===== config.mk =====
export PLATFORM = sky130hd
export DESIGN_NAME = usvg_div
export DESIGN_NICKNAME = d
export VERILOG_FILES = /design/src/rtl/usvg_pkg.sv /design/src/rtl/usvg_div.sv
export SDC_FILE = /design/constraint.sdc
export NUM_CORES = 1
export LEC_CHECK = 0
export ABC_CLOCK_PERIOD_IN_PS = 2510
export BUFFER_PORTS_ARGS = -buffer_cell sky130_fd_sc_hd__buf_2
export CAP_MARGIN = 40
export CORE_MARGIN = 2
export CORE_UTILIZATION = 40
export DETAILED_ROUTE_END_ITERATION = 10
export HOLD_SLACK_MARGIN = 0.1
export PLACE_DENSITY = 0.67
export REMOVE_ABC_BUFFERS = 1
export SETUP_SLACK_MARGIN = 0.05
export SLEW_MARGIN = 40
export SYNTH_ARGS = -nofsm -noshare
export SYNTH_HDL_FRONTEND = slang
export SYNTH_SLANG_ARGS = --single-unit

===== constraint.sdc =====
create_clock -name clock -period 2.51 [get_ports clock]
set_input_delay 0.1255 -clock clock [delete_from_list [all_inputs] [get_ports clock]]
set_output_delay 0.1255 -clock clock [all_outputs]
set_load 0.1 [all_outputs]

===== src/rtl/usvg_pkg.sv =====
package usvg_pkg;

   localparam int MAX_RINGS    = 256;
   localparam int MAX_SECTORS  = 256;
   localparam int SERIES_TERMS = 6;

   // Fraction bits of the index divider: index / (count - 1) with 17 bits after the point.
   localparam int DIV_FRAC  = 17;
   localparam int DIV_LAT   = DIV_FRAC + 1;
   localparam int SIN_LAT   = 3 + 3 * SERIES_TERMS + 1;
   localparam int SCALE_LAT = 4;
   localparam int TOTAL_LAT = DIV_LAT + SIN_LAT + SCALE_LAT;
   localparam int TEX_LAT   = SIN_LAT + SCALE_LAT;

   localparam logic [31:0] PI_Q30  = 32'd3373259426;
   localparam logic [30:0] ONE_Q30 = 31'd1073741824;

   localparam logic [1:0] CSR_RADIUS  = 2'd0;
   localparam logic [1:0] CSR_RINGS   = 2'd1;
   localparam logic [1:0] CSR_SECTORS = 2'd2;

   typedef struct packed {
      logic [15:0] upper_left;
      logic [15:0] upper_right;
      logic [15:0] lower_right;
      logic [15:0] lower_left;
   } corner_type;

   typedef struct packed {
      logic [16:0] u;
      logic [16:0] v;
   } tex_type;

   typedef struct packed {
      logic signed [31:0] sin_p;
      logic signed [31:0] y30;
      logic signed [31:0] cos_a;
      logic signed [31:0] sin_a;
   } trig_type;

   // Divisor of term k of the sine or cosine series.
   function automatic logic [7:0] series_div(input int k, input logic use_cos);
      logic [7:0] d;
      d = 8'd1;
      case (k)
         1: d = use_cos ? 8'd2   : 8'd6;
         2: d = use_cos ? 8'd12  : 8'd20;
         3: d = use_cos ? 8'd30  : 8'd42;
         4: d = use_cos ? 8'd56  : 8'd72;
         5: d = use_cos ? 8'd90  : 8'd110;
         6: d = use_cos ? 8'd132 : 8'd156;
         default: d = 8'd1;
      endcase
      return d;
   endfunction

   // floor(2^31 / divisor) for the same terms.
   function automatic logic [30:0] series_recip(input int k, input logic use_cos);
      logic [30:0] m;
      m = 31'd0;
      case (k)
         1: m = use_cos ? 31'd1073741824 : 31'd357913941;
         2: m = use_cos ? 31'd178956970  : 31'd107374182;
         3: m = use_cos ? 31'd71582788   : 31'd51130563;
         4: m = use_cos ? 31'd38347922   : 31'd29826161;
         5: m = use_cos ? 31'd23860929   : 31'd19522578;
         6: m = use_cos ? 31'd16268815   : 31'd13765920;
         default: m = 31'd0;
      endcase
      return m;
   endfunction

endpackage


===== src/rtl/usvg_div.sv =====
// Restoring divider, one quotient bit per stage: quo = floor(num * 2^17 / den), num <= den.
module usvg_div
   import usvg_pkg::*;
(
   input  logic                clock,
   input  logic [7:0]          num,
   input  logic [7:0]          den,
   output logic [DIV_FRAC:0]   quo
);

   logic [7:0]        rem_ff [0:DIV_FRAC];
   logic [7:0]        den_ff [0:DIV_FRAC];
   logic [DIV_FRAC:0] quo_ff [0:DIV_FRAC];

   always_ff @(posedge clock) begin
      den_ff[0] <= den;
      if (num >= den) begin
         rem_ff[0] <= num - den;
         quo_ff[0] <= (DIV_FRAC + 1)'(1);
      end else begin
         rem_ff[0] <= num;
         quo_ff[0] <= '0;
      end
   end

   for (genvar j = 1; j <= DIV_FRAC; j++) begin : g_step
      logic [8:0] trial;
      logic       fits;
      always_comb begin
         trial = {rem_ff[j-1], 1'b0};
         fits  = trial >= {1'b0, den_ff[j-1]};
      end
      always_ff @(posedge clock) begin
         den_ff[j] <= den_ff[j-1];
         quo_ff[j] <= {quo_ff[j-1][DIV_FRAC-1:0], fits};
         if (fits) begin
            rem_ff[j] <= 8'(trial - {1'b0, den_ff[j-1]});
         end else begin
            rem_ff[j] <= trial[7:0];
         end
      end
   end

   assign quo = quo_ff[DIV_FRAC];

endmodule


==> run metrics, run 1 <==
Setup Crit Path Kind=flip-flop to flip-flop; Hold Crit Depth=2; Slew Limit Fails=0; register area=8870 um2; clk sink count=approximately 440; initial antenna violation count=0; DR vias=10900; GRT Overall Usage=a little over an eighth; top post-synthesis cells by area=dfxtp_1 (52%), ha_1 (10%), mux2_2 (4.3%); Netlist Area Pre-Place=17200 um2; CTS root buffer=clkbuf_16; top cells by count, synth=dfxtp_1 (443), inv_1 (192), ha_1 (143); Pleak=9.02 nW; first-pass GRT wire length=50300 um; die area=44600 um2; critical path's slowest cell=dfxtp_1; Max Freq=~430 MHz; Synth area leader=dfxtp_1; CP Data Required Time=2.95 ns; # setup viols final=0; CP Cell Sequence=inv_1 > ha_1 > ha_1 > o31ai_2 > a21boi_2 > a2111oi_4 > buf_4 > mux2_4; Synth top area share=51.7%; max cap viols=0; share of cells above drive strength 1=13.5%; r2r worst-path depth=8; Post-DRT Antenna Nets=0; most frequent cell after synthesis=dfxtp_1; DRC violations left=0; WP data arrival=2.74 ns; library cells used by synthesis=70; Initial DRC Count=494; drt total wl=29100 um; FF+latch count, synth=443; Worst Hold Class=input pin to flip-flop; WHS=between 0.2 and 0.25 ns; post-synthesis sequential area ratio=between 50% and 60%; largest family of logic cells by synthesized area=compound AO/OA/AOI/OAI gates; Final period util=91.9%; R2R Setup Slk=approximately 0.20 ns; # nets final=1842; core area=42100 um2; clk_skew=0.0202 ns; Worst Tran Pin Value=0.519 ns; largest net degree at the start of global routing=16; Clock Tree Buf Depth=3; DPL Wire Length=21500 um; n_diodes=0; vias in the first global route=10800; Async S/R FF share, synth=0%; CP Capture Type=flip-flop; PD cells=about 1400 nW/um2; CP max FO=8; initial core utilization=roughly two fifths; Synth Area in Adders=approximately 12%; H-tree Lvls=2; Post-synth EDFFs=0; ys flop type=dfxtp_1; status=finished clean; Top delay family on crit path=compound AO/OA/AOI/OAI gates; CP peak stage delay=0.37 ns; GP Congestion=0.832; Syn Inst Count=1568; multiplexer area fraction after synthesis=6.65%; Fillers=3736; CTS Buf Count=45; # port buffers=34; TritonCTS clock tree=yes; chip height=211 um; RSZ-0062 raised after global routing=false; DIE WIDTH=approximately 210 um; Worst VDD drop=0.000676 V; routed length per instance=13.0 um; final hold vios=0; Synth Warn #=0; Crit. path cell count=8; DR vias/cell=4.87; register clock-pin slew on the reported worst setup and hold paths=0.06 ns; multi-input logic area=about 7500 um2; Critical Path Most Common Cell=ha_1; syn_area_per_cell=10.9 um2; CP startpoint kind=flip-flop; Synth Area in XOR/XNOR=2.65%; Rel. slew slack=between 60% and 70%; Core Util, Final=47.0%; synth-to-layout area growth=15.3%; worst-skew pair later-pin latency=0.56 ns; Core Rows=between 70 and 80; grt ovf=0; Setup TNS=0 ns; drt pass-1 iters=4; crit path time final=2.31 ns; CP Buf/Inv Count=2; I/O pins=35; Synth Area in Compound Gates=approximately an eighth; simple-gate share of the synthesized area=9.12%
-- layer usage --
metal | track usage, % | wire length, um
met5 | 0 | 0
met4 | 5.05 | 914
met3 | 2.30 | 881
met2 | 23.7 | 14000
met1 | 16.4 | 13300
-- cell usage in the layout (no fill, tap or decap), types with 14 or more instances in the layout --
cell and n:
dfxtp_1 443, inv_1 192, ha_1 143, nor2_1 87
mux2_2 65, a21oi_1 60, o21ai_0 49, nand2_1 45
clkbuf_16 45, xnor2_1 37, nor2b_1 36, buf_2 34
o21a_1 32, a21o_1 30, a211oi_1 24, mux2i_1 20
and3_1 18, nand3_1 18, nand2b_1 18, nor3_1 17
fa_1 17, dlygate4sd3_1 16, xor2_1 15, nor4_1 15
mux2_4 14
-- sequential cells by signal, indices dropped and copies added, names as in the netlist --
| name | count |
|---|---|
| rem_ff | 136 |
| quo_ff | 171 |
| den_ff | 136 |
-- path summary, 6_finish.rpt --
check,startpoint,end
worst min register to register,quo_ff[9][7]$_DFF_P_,quo_ff[10][8]$_DFF_P_
worst max register to register,den_ff[3][1]$_DFF_P_,rem_ff[4][5]$_DFF_P_
worst max-delay path,den_ff[3][1]$_DFF_P_,rem_ff[4][5]$_DFF_P_
worst min-delay path,den[5],den_ff[0][5]$_DFF_P_
-- final cells by class --
class                      count  share of cell area, %
inverter                     193                   3.66
multi-input combinational    923                   38.1
tap                          539                   3.41
clock buffer                  59                   6.41
clock inverter                24                   1.60
timing repair buffer          59                   2.03
sequential                   443                   44.8
-- cell families after synthesis --
| logic type | after synthesis |
|---|---|
| adder cells (fa/ha/maj) | 160 |
| buffers and inverters | 202 |
| XOR/XNOR | 52 |
| AO/OA/AOI/OAI | 307 |
| AND/OR/NAND/NOR | 305 |
| flip-flops | 443 |
| multiplexers | 99 |
-- report_power, final --
part           switching [W]  internal, W  total [W]
sequential          0.000965      0.00943     0.0104
clock                0.00273      0.00421    0.00694
combinational        0.00581      0.00512     0.0109
total                0.00950       0.0188     0.0283
-- repair_timing --
item	CTS	global route
hold buffers	16	0
buffers inserted	0	0
gates resized for setup	0	2
setup endpoints to repair	0	4
hold endpoints to repair	17	0
-- through the flow --
step / cells / total power, W / worst slack (ns) / instance area (um2)
2_1_floorplan: 1559 / 0.0192 / 0.212 / 17100
3_3_place_gp: 2141 / 0.0211 / 0.271 / 18000
3_5_place_dp: 2141 / 0.0214 / 0.183 / 18000
4_1_cts: 2240 / 0.0285 / 0.175 / 19800
5_1_grt: 2240 / 0.0302 / 0.0702 / 19800
6_report: 2240 / 0.0283 / 0.203 / 19800
No activity file was read; power rests on OpenSTA's default activity.
==> run 2: changes to the inputs <==
- CORE_UTILIZATION: 40 -> 50
- PLACE_DENSITY: 0.67 -> 0.78
==> run 2 against run 1 <==
Setup slack lost 0.020 ns. First-iteration DRC count grew 30%. Clock-buffer cell count shrank 8. Die area shrank 20%. Critical endpoint is now rem_ff[0][4]$_DFF_P_.
==> run metrics, run 2 (synthesized netlist as in run 1, its figures left out) <==
status=finished clean; register clock-pin slew on the reported worst setup and hold paths=0.06 ns (about the same); most frequent cells in the layout=dfxtp_1 (443), inv_1 (192), ha_1 (143); GP Congestion=0.856 (+2.8%); final hold vios=0 (unchanged); Setup TNS=0 ns (unchanged); initial antenna violation count=1 (+1); worst reg2reg endpoint=rem_ff[3][4]$_DFF_P_; chip height=189 um (-10%); Final period util=92.7% (+0.80 points); post-route insts no fill=2151 (-4.0%); largest net degree at the start of global routing=17 (+1); r2r worst-path depth=8 (unchanged); Max Freq=430 MHz (-0.86%); Worst Hold Class=input pin to flip-flop; RSZ-0062 raised after global routing=false; TritonCTS clock tree=yes; synth-to-layout area growth=14.6%; hold_sp=den[4]; H-tree Lvls=2 (unchanged); CP Capture Type=flip-flop; GRT Overall Usage=17.7% (+4.2 points); # setup viols final=0 (unchanged); Worst Tran Pin Value=0.652 ns (+0.133 ns); Hold Crit Depth=2 (unchanged); vias in the first global route=11400 (+5.5%); CTS-repair resized insts=0 (unchanged); PD cells=1440 nW/um2 (+1.1%); largest registers=quo_ff x171, den_ff x136, rem_ff x136; Largest register FFs=171 (unchanged); fin area=19700 um2 (-0.61%); post-placement cell area=17900 um2 (-0.59%); die area=35800 um2 (-20%); WP data arrival=2.78 ns (+0.04 ns); CP Data Required Time=2.96 ns (about the same); Setup WS pre-CTS=0.208 ns (+0.0247 ns); max cap viols=0 (unchanged); DR vias=11200 (+2.7%); share of cells above drive strength 1=13.7% (+0.28 points); placed cell count=2051 (-4.2%); clk_skew=0.0280 ns (+0.00787 ns); I/O pins=35 (unchanged); most flop-heavy register=quo_ff; worst-skew pair later-pin latency=0.56 ns (about the same); Initial DRC Count=643 (+30%); drt total wl=31400 um (+7.9%); r2r startpoint=den_ff[2][2]$_DFF_P_; Core Rows=67 (-11%); crit path time final=2.33 ns (+0.0201 ns); Setup Crit Path Kind=input pin to flip-flop; DPL Wire Length=22900 um (+6.7%); Worst VDD drop=0.000969 V (+43%); first-pass GRT wire length=52400 um (+4.2%); DRC violations left=0 (unchanged); Clock Tree Buf Depth=3 (unchanged); CTS root buffer=clkbuf_16; drt pass-1 iters=5 (+1); core area=33700 um2 (-20%); Slew Limit Fails=0 (unchanged); grt ovf=0 (unchanged); CTS Buf Count=44 (-2.2%); n_diodes=0 (unchanged); routed length per instance=14.6 um (+12%); initial core utilization=50.9% (+10 points); Setup WS post-layout=0.183 ns (-0.0201 ns); DIE WIDTH=189 um (-10%); most common cell after layout, fill and taps aside=dfxtp_1; R2R Setup Slk=0.20 ns (about the same); Worst Hold Endpoint=den_ff[0][4]$_DFF_P_; DR vias/cell=5.21 (+7.0%); CP max FO=8 (unchanged); # nets final=1844 (+0.11%); Rel. slew slack=56.5% (-8.8 points); Pleak=9.02 nW (about the same); CP startpoint kind=input pin; clk sink count=443 (unchanged); Post-DRT Antenna Nets=0 (unchanged); # port buffers=34 (unchanged)
[run 2: metal layers]
metal / GRT usage, % / routed length, um / part of all wire (%) / up-vias
met5: 0 / 0 / 0 / -
li1: - / - / - / 5631
met4: 6.53 / 916 / 2.9 / 0
met2: 31.7 / 15400 / 49 / 222
met1: 21.3 / 13800 / 44 / 5283
met3: 2.84 / 1300 / 4.1 / 69
[run 2: area by class of cell]
| type | instances | area [um2] |
|---|---|---|
| clock buffers | 51 | 1190 |
| repair buffers | 62 | 420 |
| fillers | 2790 | 14000 |
| clock inverters | 31 | 377 |
| flip-flops and latches | 443 | 8870 |
| inverters | 193 | 724 |
| multi-input cells | 923 | 7540 |
| well taps | 448 | 561 |
[run 2: report_power, final]
part | switching [W] | total (W) | internal (W)
Clock | 0.00284 | 0.00683 | 0.00399
Sequential | 0.00108 | 0.0105 | 0.00943
Combinational | 0.00594 | 0.0111 | 0.00512
[run 2: worst max-delay path, stage by stage]
cell           delay, ns
dlygate4sd3_1       0.54
buf_2               0.12
inv_1               0.08
ha_1                0.25
fa_1                0.25
nand2b_1            0.12
a21oi_1             0.14
a41o_1              0.29
a211oi_4            0.46
mux2_2              0.38
[run 2: worst max-delay path by stage]
stage                     startpoint                    end  depth (start not counted)
4_1_cts         den_ff[2][1]$_DFF_P_   rem_ff[3][4]$_DFF_P_                          9
3_3_place_gp   den_ff[12][1]$_DFF_P_  rem_ff[13][3]$_DFF_P_                          8
6_report                      num[0]   rem_ff[0][4]$_DFF_P_                         10
5_1_grt                       num[0]   rem_ff[0][4]$_DFF_P_                         10
3_5_place_dp                  num[0]   rem_ff[0][4]$_DFF_P_                          9
2_1_floorplan  den_ff[12][1]$_DFF_P_  rem_ff[13][2]$_DFF_P_                          7
[run 2: what timing repair did]
| item | CTS | global route |
|---|---|---|
| hold buffers | 16 | 0 |
| hold endpoints to repair | 17 | 0 |
| setup endpoints to repair | 0 | 4 |
| buffers inserted | 0 | 2 |
[run 2: metrics by stage]
| step | util (%) | hold slack (ns) | total power [W] |
|---|---|---|---|
| 2_1_floorplan | - | 0.153 | 0.0192 |
| 3_3_place_gp | 53.2 | 0.242 | 0.0211 |
| 3_5_place_dp | 53.2 | 0.245 | 0.0216 |
| 4_1_cts | 58.4 | 0.190 | 0.0285 |
| 5_1_grt | 58.4 | 0.219 | 0.0302 |
| 6_report | 58.4 | 0.214 | 0.0284 |
==> run 3: changes to the inputs <==
- ABC_CLOCK_PERIOD_IN_PS: 2510 -> 2820
- clock period: 2.51 -> 2.82 ns (I/O delays scaled with it)
==> run 3 against run 2 <==
Clock-buffer cell count rose by 5. Final cell count fell by 0.74%. Design area fell by 1.5%. Flip-flop and latch count did not move. Clock skew fell by 0.016 ns. Routed wire length fell by 3.5%. Critical path depth fell by 2. Setup slack improved by 0.14 ns. Largest power group unchanged.
==> run metrics, run 3 (synthesized netlist as in run 1, its figures left out) <==
core area=33700 um2 (unchanged); chip height=189 um (unchanged); most common cell after layout, fill and taps aside=dfxtp_1; Worst Tran Pin Value=0.797 ns (+0.144 ns); placed cell count=2044 (-0.34%); crit path time final=2.50 ns; grt ovf=0 (unchanged); status=finished clean; DRC violations left=0 (unchanged); CP Cell Sequence=inv_1 > ha_1 > ha_1 > and2_1 > o21ai_1 > a21oi_2 > a2111oi_4 > mux2_4; DR vias/cell=5.18 (-0.64%); Fillers=2737 (-1.9%); initial antenna violation count=0 (-1); max cap viols=0 (unchanged); first-pass GRT wire length=52000 um (-0.66%); Setup WS pre-CTS=0.312 ns (+0.104 ns); drt pass-1 iters=5 (unchanged); Worst VDD drop=0.000889 V (-8.2%); total power draw=0.0244 W (-14%); H-tree Lvls=2 (unchanged); most flop-heavy register=quo_ff; initial core utilization=50.9% (unchanged); Core Util, Final=57.5% (-0.85 points); largest net degree at the start of global routing=16 (-1); post-route insts no fill=2135 (-0.74%); register area=8870 um2 (unchanged); n_diodes=0 (unchanged); DR vias=11100 (-1.4%); Core Rows=67 (unchanged); internal power=0.0159 W (-14%); CP peak stage delay=0.76 ns (+0.22 ns); Final period util=88.6%; # setup viols final=0 (unchanged); Slew Limit Fails=0 (unchanged); GP Congestion=0.858 (+0.19%); drt total wl=30300 um (-3.5%); DPL Wire Length=22400 um (-2.2%); Post-DRT Antenna Nets=0 (unchanged); Gate power share=39.8% (+0.8 points); GRT Overall Usage=17.4% (-0.24 points); # nets final=1834 (-0.54%); DIE WIDTH=189 um (unchanged); Net Sw Frac=34.8% (about the same); Reg power frac=38.2% (+1.2 points); share of cells above drive strength 1=12.5% (-1.2 points); routed length per instance=14.2 um (-2.8%); final hold vios=0 (unchanged); register clock-pin slew on the reported worst setup and hold paths=0.06 ns (about the same); die area=35800 um2 (unchanged); Largest register FFs=171 (unchanged); Rel. slew slack=46.9% (-9.6 points); most frequent cells in the layout=dfxtp_1 (443), inv_1 (192), ha_1 (143); worst-skew pair later-pin latency=0.55 ns (about the same); WP data arrival=2.94 ns (+0.16 ns); Setup TNS=0 ns (unchanged); vias in the first global route=11200 (-1.8%); clk sink count=443 (unchanged); CP startpoint kind=flip-flop; CTS Buf Count=43 (-2.3%); CP Capture Type=flip-flop; CP max FO=8 (unchanged); Worst Hold Class=input pin to flip-flop; largest registers=quo_ff x171, den_ff x136, rem_ff x136; Setup WS post-layout=0.322 ns (+0.139 ns); RSZ-0062 raised after global routing=false; CTS root buffer=clkbuf_16; clock share of power=21.9% (-2.1 points); multi-input logic area=7540 um2 (unchanged); PD cells=1260 nW/um2 (-13%); clk_skew=0.0125 ns (-0.0155 ns); Clock Tree Buf Depth=3 (unchanged); Pleak=8.87 nW (-1.7%); Sw Pwr=0.00848 W (-14%); critical path's slowest cell=a2111oi_4; CP Data Required Time=3.26 ns (+0.30 ns); CTS-repair resized insts=0 (unchanged); I/O pins=35 (unchanged); Initial DRC Count=601 (-6.5%); Setup Crit Path Kind=flip-flop to flip-flop; TritonCTS clock tree=yes; Critical Path Most Common Cell=ha_1; synth-to-layout area growth=13.0%; # port buffers=34 (unchanged); Max Freq=400 MHz
==> run 3: cell types whose count changed in the layout (fill, tap and decap cells not counted), sizes merged <==
cell,before,now
clkinv,17,13
bufinv,5,1
inv,198,194
buf,46,37
clkbuf,51,56
==> run 3: through the flow <==
step           area, um2  hold slack (ns)
3_3_place_gp       17900            0.259
4_1_cts            19400            0.220
6_report           19400            0.246
3_5_place_dp       17900            0.262
2_1_floorplan      17100            0.169
5_1_grt            19400            0.243
==> run 3: per-layer routing <==
metal / wire (um) / track usage, %
met4: 624 / 5.19
met1: 13700 / 21.6
met2: 14900 / 31.1
met5: 0 / 0
met3: 1100 / 2.91
==> run 3: layout make-up <==
class                           count  area share [%]
Timing Repair Buffer               53            1.82
Tap cell                          448            2.89
Clock inverter                     19           0.877
Clock buffer                       56            6.06
Inverter                          193            3.74
Multi-Input combinational cell    923            38.9
Sequential cell                   443            45.7
==> run 3: final timing paths <==
kind	end	cells past startpoint	slack, ns	start
hold reg to reg	quo_ff[4][2]$_DFF_P_	0	0.32	quo_ff[3][1]$_DFF_P_
setup reg to reg	rem_ff[3][5]$_DFF_P_	8	0.32	den_ff[2][1]$_DFF_P_
hold / removal	den_ff[0][2]$_DFF_P_	2	0.25	den[2]
setup / recovery	rem_ff[3][5]$_DFF_P_	8	0.32	den_ff[2][1]$_DFF_P_
==> run 3: critical path, delay by kind of cell, from the launching register on <==
| kind | cells | cell delay, ns |
|---|---|---|
| DFF | 1 | 0.36 |
| AOI/OAI and AO/OA | 3 | 0.99 |
| adders and majority gates | 2 | 0.47 |
| and+or+nand+nor | 1 | 0.15 |
| muxes | 1 | 0.35 |
| buffers and inverters | 1 | 0.06 |
==> run 3: power groups by stage <==
stage,logic (W),clock network [W],registers (W)
6_report,0.00973,0.00536,0.00933
5_1_grt,0.0108,0.00575,0.00953
4_1_cts,0.00972,0.00548,0.00936
3_5_place_dp,0.00958,0,0.00947
3_3_place_gp,0.00929,0,0.00942
2_1_floorplan,0.00722,0,0.00983
==> run 3: timing repair <==
action | in CTS | in global routing
hold buffers | 16 | 0
endpoints found under the hold margin | 17 | 0
setup endpoints to repair | 0 | 0
setup buffers | 0 | 0
